<file path="src/rtl/rvd_pkg.sv">
// rvd_pkg: shared types and encodings for the RV32IM instruction decoder.
// Holds format and mnemonic codes, opcode/funct constants and the decode record.
// No dependencies.
package rvd_pkg;

    typedef enum logic [2:0] {
        FMT_NONE = 3'd0,
        FMT_R    = 3'd1,
        FMT_I    = 3'd2,
        FMT_S    = 3'd3,
        FMT_B    = 3'd4,
        FMT_U    = 3'd5,
        FMT_J    = 3'd6
    } format_t;

    typedef enum logic [5:0] {
        MN_NONE   = 6'd0,
        MN_SLLI   = 6'd1,
        MN_SRLI   = 6'd2,
        MN_SRAI   = 6'd3,
        MN_ADD    = 6'd4,
        MN_SUB    = 6'd5,
        MN_SLL    = 6'd6,
        MN_SLT    = 6'd7,
        MN_SLTU   = 6'd8,
        MN_XOR    = 6'd9,
        MN_SRL    = 6'd10,
        MN_SRA    = 6'd11,
        MN_OR     = 6'd12,
        MN_AND    = 6'd13,
        MN_MUL    = 6'd14,
        MN_MULH   = 6'd15,
        MN_MULHSU = 6'd16,
        MN_MULHU  = 6'd17,
        MN_DIV    = 6'd18,
        MN_DIVU   = 6'd19,
        MN_REM    = 6'd20,
        MN_REMU   = 6'd21,
        MN_FENCE  = 6'd22,
        MN_ECALL  = 6'd23,
        MN_EBREAK = 6'd24,
        MN_JALR   = 6'd25,
        MN_LB     = 6'd26,
        MN_LH     = 6'd27,
        MN_LW     = 6'd28,
        MN_LBU    = 6'd29,
        MN_LHU    = 6'd30,
        MN_ADDI   = 6'd31,
        MN_SLTI   = 6'd32,
        MN_SLTIU  = 6'd33,
        MN_XORI   = 6'd34,
        MN_ORI    = 6'd35,
        MN_ANDI   = 6'd36,
        MN_SB     = 6'd37,
        MN_SH     = 6'd38,
        MN_SW     = 6'd39,
        MN_BEQ    = 6'd40,
        MN_BNE    = 6'd41,
        MN_BLT    = 6'd42,
        MN_BGE    = 6'd43,
        MN_BLTU   = 6'd44,
        MN_BGEU   = 6'd45,
        MN_LUI    = 6'd46,
        MN_AUIPC  = 6'd47,
        MN_JAL    = 6'd48
    } mnemonic_t;

    // opcode bits 1..0 of every 32-bit encoding
    localparam logic [1:0] OPC_LOW = 2'b11;

    // opcode bits 6..2
    localparam logic [4:0] OPC_LOAD     = 5'h00;
    localparam logic [4:0] OPC_MISC_MEM = 5'h03;
    localparam logic [4:0] OPC_OP_IMM   = 5'h04;
    localparam logic [4:0] OPC_AUIPC    = 5'h05;
    localparam logic [4:0] OPC_STORE    = 5'h08;
    localparam logic [4:0] OPC_OP       = 5'h0C;
    localparam logic [4:0] OPC_LUI      = 5'h0D;
    localparam logic [4:0] OPC_BRANCH   = 5'h18;
    localparam logic [4:0] OPC_JALR     = 5'h19;
    localparam logic [4:0] OPC_JAL      = 5'h1B;
    localparam logic [4:0] OPC_SYSTEM   = 5'h1C;

    localparam logic [2:0] F3_ZERO = 3'b000;
    localparam logic [2:0] F3_SLL  = 3'b001;
    localparam logic [2:0] F3_SR   = 3'b101;

    localparam logic [6:0] F7_BASE = 7'h00;
    localparam logic [6:0] F7_MEXT = 7'h01;
    localparam logic [6:0] F7_ALT  = 7'h20;

    // instruction bits 31..7 for the two SYSTEM words recognized
    localparam logic [24:0] SYS_ECALL  = 25'h0000000;
    localparam logic [24:0] SYS_EBREAK = 25'h0002000;

    typedef struct packed {
        format_t   fmt;
        mnemonic_t mn;
        logic      shamt_form;  // OP-IMM shift: immediate is the shift amount
    } decode_t;

endpackage

</file>
<file path="src/rtl/rvd_classify.sv">
// rvd_classify: maps an instruction word to its format and mnemonic code.
// Pure combinational; depends on rvd_pkg.
module rvd_classify
    import rvd_pkg::*;
(
    input  logic [31:0] word,
    output decode_t     dec
);

    localparam mnemonic_t ALU_BASE [8] = '{MN_ADD, MN_SLL, MN_SLT, MN_SLTU,
                                           MN_XOR, MN_SRL, MN_OR, MN_AND};
    localparam mnemonic_t ALU_MEXT [8] = '{MN_MUL, MN_MULH, MN_MULHSU, MN_MULHU,
                                           MN_DIV, MN_DIVU, MN_REM, MN_REMU};
    localparam mnemonic_t LOAD_TAB [8] = '{MN_LB, MN_LH, MN_LW, MN_NONE,
                                           MN_LBU, MN_LHU, MN_NONE, MN_NONE};
    localparam mnemonic_t ALUI_TAB [8] = '{MN_ADDI, MN_NONE, MN_SLTI, MN_SLTIU,
                                           MN_XORI, MN_NONE, MN_ORI, MN_ANDI};
    localparam mnemonic_t STORE_TAB [8] = '{MN_SB, MN_SH, MN_SW, MN_NONE,
                                            MN_NONE, MN_NONE, MN_NONE, MN_NONE};
    localparam mnemonic_t BR_TAB [8] = '{MN_BEQ, MN_BNE, MN_NONE, MN_NONE,
                                         MN_BLT, MN_BGE, MN_BLTU, MN_BGEU};

    logic [2:0] f3;
    logic [6:0] f7;
    format_t    fmt;
    mnemonic_t  mn;
    logic       shamt_form;

    assign f3 = word[14:12];
    assign f7 = word[31:25];

    always_comb
    begin
        fmt        = FMT_NONE;
        mn         = MN_NONE;
        shamt_form = 1'b0;
        if (word[1:0] == OPC_LOW)
        begin
            unique case (word[6:2])
                OPC_LOAD:
                begin
                    fmt = FMT_I;
                    mn  = LOAD_TAB[f3];
                end
                OPC_MISC_MEM:
                begin
                    fmt = FMT_I;
                    mn  = (f3 == F3_ZERO) ? MN_FENCE : MN_NONE;
                end
                OPC_OP_IMM:
                begin
                    if (f3 == F3_SLL || f3 == F3_SR)
                    begin
                        fmt        = FMT_R;
                        shamt_form = 1'b1;
                        if (f7 == F7_BASE)
                            mn = (f3 == F3_SLL) ? MN_SLLI : MN_SRLI;
                        else if (f7 == F7_ALT && f3 == F3_SR)
                            mn = MN_SRAI;
                    end
                    else
                    begin
                        fmt = FMT_I;
                        mn  = ALUI_TAB[f3];
                    end
                end
                OPC_AUIPC:
                begin
                    fmt = FMT_U;
                    mn  = MN_AUIPC;
                end
                OPC_STORE:
                begin
                    fmt = FMT_S;
                    mn  = STORE_TAB[f3];
                end
                OPC_OP:
                begin
                    fmt = FMT_R;
                    if (f7 == F7_BASE)
                        mn = ALU_BASE[f3];
                    else if (f7 == F7_MEXT)
                        mn = ALU_MEXT[f3];
                    else if (f7 == F7_ALT && f3 == F3_ZERO)
                        mn = MN_SUB;
                    else if (f7 == F7_ALT && f3 == F3_SR)
                        mn = MN_SRA;
                end
                OPC_LUI:
                begin
                    fmt = FMT_U;
                    mn  = MN_LUI;
                end
                OPC_BRANCH:
                begin
                    fmt = FMT_B;
                    mn  = BR_TAB[f3];
                end
                OPC_JALR:
                begin
                    fmt = FMT_I;
                    mn  = (f3 == F3_ZERO) ? MN_JALR : MN_NONE;
                end
                OPC_JAL:
                begin
                    fmt = FMT_J;
                    mn  = MN_JAL;
                end
                OPC_SYSTEM:
                begin
                    fmt = FMT_I;
                    if (word[31:7] == SYS_ECALL)
                        mn = MN_ECALL;
                    else if (word[31:7] == SYS_EBREAK)
                        mn = MN_EBREAK;
                end
                default:
                begin
                    fmt = FMT_NONE;
                    mn  = MN_NONE;
                end
            endcase
        end
        // unrecognized words carry no format
        if (mn == MN_NONE)
            fmt = FMT_NONE;
    end

    assign dec.fmt        = fmt;
    assign dec.mn         = mn;
    assign dec.shamt_form = shamt_form;

endmodule

</file>
<file path="src/rtl/rvd_imm_gen.sv">
// rvd_imm_gen: builds the immediate for the decoded format; sign-extended, but a shift amount is zero-extended.
// Pure combinational; depends on rvd_pkg.
module rvd_imm_gen
    import rvd_pkg::*;
(
    input  logic [31:0]        word,
    input  decode_t            dec,
    output logic signed [31:0] imm
);

    always_comb
    begin
        unique case (dec.fmt)
            FMT_R:
                imm = dec.shamt_form ? {27'b0, word[24:20]} : 32'sd0;
            FMT_I:
                imm = {{20{word[31]}}, word[31:20]};
            FMT_S:
                imm = {{20{word[31]}}, word[31:25], word[11:7]};
            FMT_B:
                imm = {{19{word[31]}}, word[31], word[7], word[30:25],
                       word[11:8], 1'b0};
            FMT_U:
                imm = {word[31:12], 12'b0};
            FMT_J:
                imm = {{11{word[31]}}, word[31], word[19:12], word[20],
                       word[30:21], 1'b0};
            default:
                imm = 32'sd0;
        endcase
    end

endmodule

</file>
<file path="src/rtl/rv32im_instruction_decoder.sv">
// rv32im_instruction_decoder: top level, input register, decode logic, result register.
// Depends on rvd_pkg, rvd_classify and rvd_imm_gen.
//
// Usage:
//   Drive instruction_word and pulse start. An item is taken at each rising
//   edge where start is high and busy is low; busy is never raised, so an
//   item may be presented on every cycle.
//   The word is captured in an input register, decoded by one level of
//   combinational logic and captured in the result register. The result
//   shows on the output ports with done high for exactly one cycle, once
//   the item has passed the input register and the result register.
//   Throughput: 1 item per cycle, since busy is never raised; the path
//   from the input register through the opcode/funct compare and
//   immediate mux sets the clock period.
//   The receiver cannot stall: each result is presented once and must be
//   taken in that cycle.
//   Reset (rst_n low, asynchronous) drops any items in flight and clears done;
//   result payload holds stale data until the next item comes out.
module rv32im_instruction_decoder
    import rvd_pkg::*;
(
    input  logic               clk,
    input  logic               rst_n,
    input  logic               start,
    output logic               busy,
    input  logic [31:0]        instruction_word,
    output logic               done,
    output logic [2:0]         instr_format,
    output logic [5:0]         mnemonic,
    output logic [6:0]         major_opcode,
    output logic [2:0]         funct_three,
    output logic [6:0]         funct_seven,
    output logic [4:0]         dest_reg,
    output logic [4:0]         src_reg_one,
    output logic [4:0]         src_reg_two,
    output logic signed [31:0] immediate
);

    logic               in_valid_reg;
    logic [31:0]        word_reg;
    logic               done_reg;
    format_t            fmt_reg;
    mnemonic_t          mn_reg;
    logic [31:0]        res_word_reg;
    logic signed [31:0] imm_reg;

    decode_t            dec;
    logic signed [31:0] imm_next;

    assign busy = 1'b0;

    rvd_classify u_classify (
        .word (word_reg),
        .dec  (dec)
    );

    rvd_imm_gen u_imm_gen (
        .word (word_reg),
        .dec  (dec),
        .imm  (imm_next)
    );

    always_ff @(posedge clk or negedge rst_n)
    begin
        if (!rst_n)
        begin
            in_valid_reg <= 1'b0;
            done_reg     <= 1'b0;
        end
        else
        begin
            in_valid_reg <= start && !busy;
            done_reg     <= in_valid_reg;
        end
    end

    always_ff @(posedge clk)
    begin
        if (start && !busy)
            word_reg <= instruction_word;
        if (in_valid_reg)
        begin
            fmt_reg      <= dec.fmt;
            mn_reg       <= dec.mn;
            res_word_reg <= word_reg;
            imm_reg      <= imm_next;
        end
    end

    assign done         = done_reg;
    assign instr_format = fmt_reg;
    assign mnemonic     = mn_reg;
    assign major_opcode = res_word_reg[6:0];
    assign funct_three  = res_word_reg[14:12];
    assign funct_seven  = res_word_reg[31:25];
    assign dest_reg     = res_word_reg[11:7];
    assign src_reg_one  = res_word_reg[19:15];
    assign src_reg_two  = res_word_reg[24:20];
    assign immediate    = imm_reg;

    // every accepted item comes out through the input and result registers
    a_latency: assert property (@(posedge clk) disable iff (!rst_n)
        start && !busy |-> ##2 done)
        else $error("decoded item missing two cycles after accept");

    a_no_spurious: assert property (@(posedge clk) disable iff (!rst_n)
        done |-> $past(start && !busy, 2))
        else $error("result strobe without an accepted item");

    a_unknown_clean: assert property (@(posedge clk) disable iff (!rst_n)
        done && mnemonic == MN_NONE |-> instr_format == FMT_NONE && immediate == 32'sd0)
        else $error("unknown encoding carries format or immediate");

    a_low_bits: assert property (@(posedge clk) disable iff (!rst_n)
        done && mnemonic != MN_NONE |-> major_opcode[1:0] == OPC_LOW)
        else $error("mnemonic given for a non-32-bit encoding");

    a_upper_imm: assert property (@(posedge clk) disable iff (!rst_n)
        done && instr_format == FMT_U |-> immediate[11:0] == 12'b0)
        else $error("upper immediate has low bits set");

endmodule
</file>
<file path="config.mk">
export PLATFORM = sky130hd
export DESIGN_NAME = rv32im_instruction_decoder
export DESIGN_NICKNAME = d
export VERILOG_FILES = /design/src/rtl/rvd_pkg.sv /design/src/rtl/rvd_classify.sv /design/src/rtl/rvd_imm_gen.sv /design/src/rtl/rv32im_instruction_decoder.sv
export SDC_FILE = /design/constraint.sdc
export NUM_CORES = 1
export LEC_CHECK = 0
export BUFFER_PORTS_ARGS = -buffer_cell sky130_fd_sc_hd__buf_2
export CAP_MARGIN = 20
export CORE_ASPECT_RATIO = 1.4
export CORE_MARGIN = 5
export CORE_UTILIZATION = 58
export CTS_CLUSTER_DIAMETER = 50
export CTS_CLUSTER_SIZE = 25
export DETAILED_ROUTE_END_ITERATION = 10
export GPL_TIMING_DRIVEN = 0
export PLACE_DENSITY = 0.85
export SLEW_MARGIN = 25
export SYNTH_ARGS = -nofsm -noshare
export SYNTH_HDL_FRONTEND = slang
export SYNTH_SLANG_ARGS = --single-unit
</file>
<file path="constraint.sdc">
create_clock -name clk -period 4.2 [get_ports clk]
set_input_delay 0.42 -clock clk [delete_from_list [all_inputs] [get_ports clk]]
set_output_delay 0.42 -clock clk [all_outputs]
set_load 0.03 [all_outputs]
</file>
==> flow_summary.toml <==
[sta]
fmax_ghz = 0.255
hold_viol_final = 0
rsz0062_at_grt = "no"
finClkSkew_ps = 9.96
fin_tns_setup_ps = 0
slew_headroom = 0.334
setup_viol = 0
finalCritPeriodShare = 0.935
period_minus_slack_ps = 3930
worst_pin_slew_ps = 990
slew_violations = 0

[floorplanning]
die_area_sq_um = 10500
rows = 39
core_sq_um = 8250
die_w_um = 87.9
start_util = 0.597
die_y_um = 119
ios = 110

[drt]
antenna_left = 0
vias = 3908
wire_per_inst_um = 22.0
wl_mm = 13.3
drtPass1Iterations = 6
avgViaCountPerCell = 6.46
initialDrtViolationCount = 509
drc = 0

[placed_design]
placed_area_sq_um = 5630
gp_congestion = 0.925
port_buffers = 108
place_inst = 588
hpwl_mm = 9.39

[yosys]
yosysWarnings = 0
seq_area_frac_synth = 0.650
synth_top_cell_area_share = 0.640
synth_common_cells = "edfxtp_1 (105), nand2_1 (35), a32oi_1 (28), a31oi_1 (16)"
synth_edf_count = 105
yosysMostFrequentCell = "edfxtp_1"
post_synth.cell_area_avg_sq_um = 13.1
synth_area_leaders = "edfxtp_1 (64%), a32oi_1 (5.0%), nand2_1 (2.7%), ha_1 (2.3%), a31oi_1 (2.0%)"
synth_nets = 421
yosysUniqueCellTypes = 64
async_flop_share = 0.0187
synth_area_sq_um = 4930
ys_seq_elements = 107
yosysTopAreaCell = "edfxtp_1"
synth_ff_type = "edfxtp_1"
netlist_instances = 377

[grt]
grt_antenna_before_repair = 0
grt_max_degree = 57
grt_pass1_wl_mm = 20.5
gr-usage-all-layers = 0.259
grt_pass1_vias = 3802
overflow = 0

[power_and_ir_drop]
p_switching_w = 0.000718
p_int_w = 0.00178
pwr-share-clk = 0.329
netSwitchingFraction = 0.287
ir_drop_uv = 403
powerDensity_nw_per_um2 = 422
pwr-share-seq = 0.526
p_comb_frac = 0.145
leakage_nw = 2.17

[critical_path]
cp.required_ps = 4250
r2r_start = "word_reg[13]"
cp.arrival_ps = 3980
regToRegEndpoint = "immediate[14]"
reg2regPathDepth = 10
crit_type = "flip-flop to flip-flop"
setup.worst_path.end = "immediate[14]"
crit_fanout = 12
critPathCaptureType = "flip-flop"
r2r_slack_ps = 270
crit_start = "word_reg[13]"
start_kind = "flip-flop"

[clock_tree]
ctsResizeCount = 0
h-tree-depth = 3
cts_buffer_depth = 2
cts_setup_buffers = 0
cts_tree = "built"
path_clk_slew_ps = 80
cts-buffers-inserted = 9
clkLatencyLatePin_ps = 350
holdBufCountCts = 1
cts_sinks = 107
ctsRootBufferMaster = "clkbuf_16"

[final_layout]
antenna_cells = 0
syn_to_final_growth_pct = 20.3
drive_above_1_share = 0.296
nets = 542
final_cells = 605
final_area_sq_um = 5930

[min_path]
hp-class = "input pin to flip-flop"

[run]
max_cap_viol_count = 0

[outcome]
status = "finished clean"
-- cell type report --
cell class	count	area (sq um)
well taps	102	128
flip-flops and latches	107	3210
clock buffers	10	229
fillers	571	2320
repair buffers	110	578
plain buffers	27	144
clock inverters	6	61.3
inverters	11	41.3
multi-input cells	232	1540
-- cells in the final DEF, fill, tap and decap left out, types with 5 or more instances in the layout --
| cell | synthesis | final |
|---|---|---|
| nand2_1 | 35 | 35 |
| a21oi_1 | 12 | 12 |
| nand2b_1 | 6 | 6 |
| nand3_1 | 9 | 9 |
| clkbuf_16 | 0 | 9 |
| inv_1 | 11 | 11 |
| o21ai_0 | 12 | 12 |
| edfxtp_1 | 105 | 105 |
| nor3_1 | 8 | 8 |
| o211ai_1 | 11 | 11 |
| buf_2 | 7 | 115 |
| a32oi_1 | 28 | 28 |
| ha_1 | 9 | 9 |
| nor2_1 | 15 | 15 |
| a31oi_1 | 16 | 16 |
| nor4_1 | 5 | 5 |
| clkbuf_1 | 15 | 16 |
-- cells by family (layout without fill, tap and decap cells) --
group	Yosys count	count (layout)	share of synthesized area
AO/OA/AOI/OAI	104	104	0.155
multiplexers	3	3	0.00609
AND/OR/NAND/NOR	114	114	0.126
XOR/XNOR	1	1	0.00178
flip-flops	107	107	0.650
other	1	1	0.000761
buffers and inverters	38	164	0.0376
adder cells (fa/ha/maj)	9	9	0.0229
-- per-layer routing --
metal / vias to the layer above / track usage / wire (um)
met2: 279 / 0.425 / 6680
met4: 0 / 0.143 / 652
met1: 1834 / 0.315 / 4690
met3: 58 / 0.0525 / 1270
li1: 1737 / - / -
met5: - / 0 / 0
-- power groups by stage --
stage          combinational [W]  sequential (W)  clock [W]
2_1_floorplan           0.000122         0.00144          0
3_3_place_gp            0.000340         0.00134          0
3_5_place_dp            0.000357         0.00134          0
4_1_cts                 0.000360         0.00132   0.000824
5_1_grt                 0.000383         0.00132   0.000875
6_report                0.000363         0.00132   0.000821
-- how the worst min path moves through the flow --
stage	from	end	slack, ps	depth (start not counted)
after floorplan	rst_n	done	120	0
after global placement	rst_n	done	200	1
after detailed placement	rst_n	done	210	1
after CTS	instruction_word[30]	word_reg[30]	230	1
after global routing	instruction_word[10]	word_reg[10]	230	1
final	instruction_word[30]	word_reg[30]	240	1
-- stage by stage --
| step | setup slack (ps) | power, W | utilization | hold slack [ps] |
|---|---|---|---|---|
| after floorplan | 1330 | 0.00156 | - | 124 |
| after global placement | 579 | 0.00168 | 0.679 | 204 |
| after detailed placement | 400 | 0.00170 | 0.682 | 206 |
| after CTS | 398 | 0.00250 | 0.719 | 230 |
| after global routing | 67.0 | 0.00258 | 0.719 | 225 |
| final | 271 | 0.00250 | 0.719 | 236 |
-- critical path: stages (launching register included) --
cell	delay [ps]
edfxtp_1	640
inv_1	250
ha_1	270
clkbuf_1	270
a21boi_0	310
a22oi_1	110
o211ai_1	140
o221ai_1	180
o41ai_2	790
clkbuf_1	440
a32oi_1	230
(Power assumes the default switching activity.)
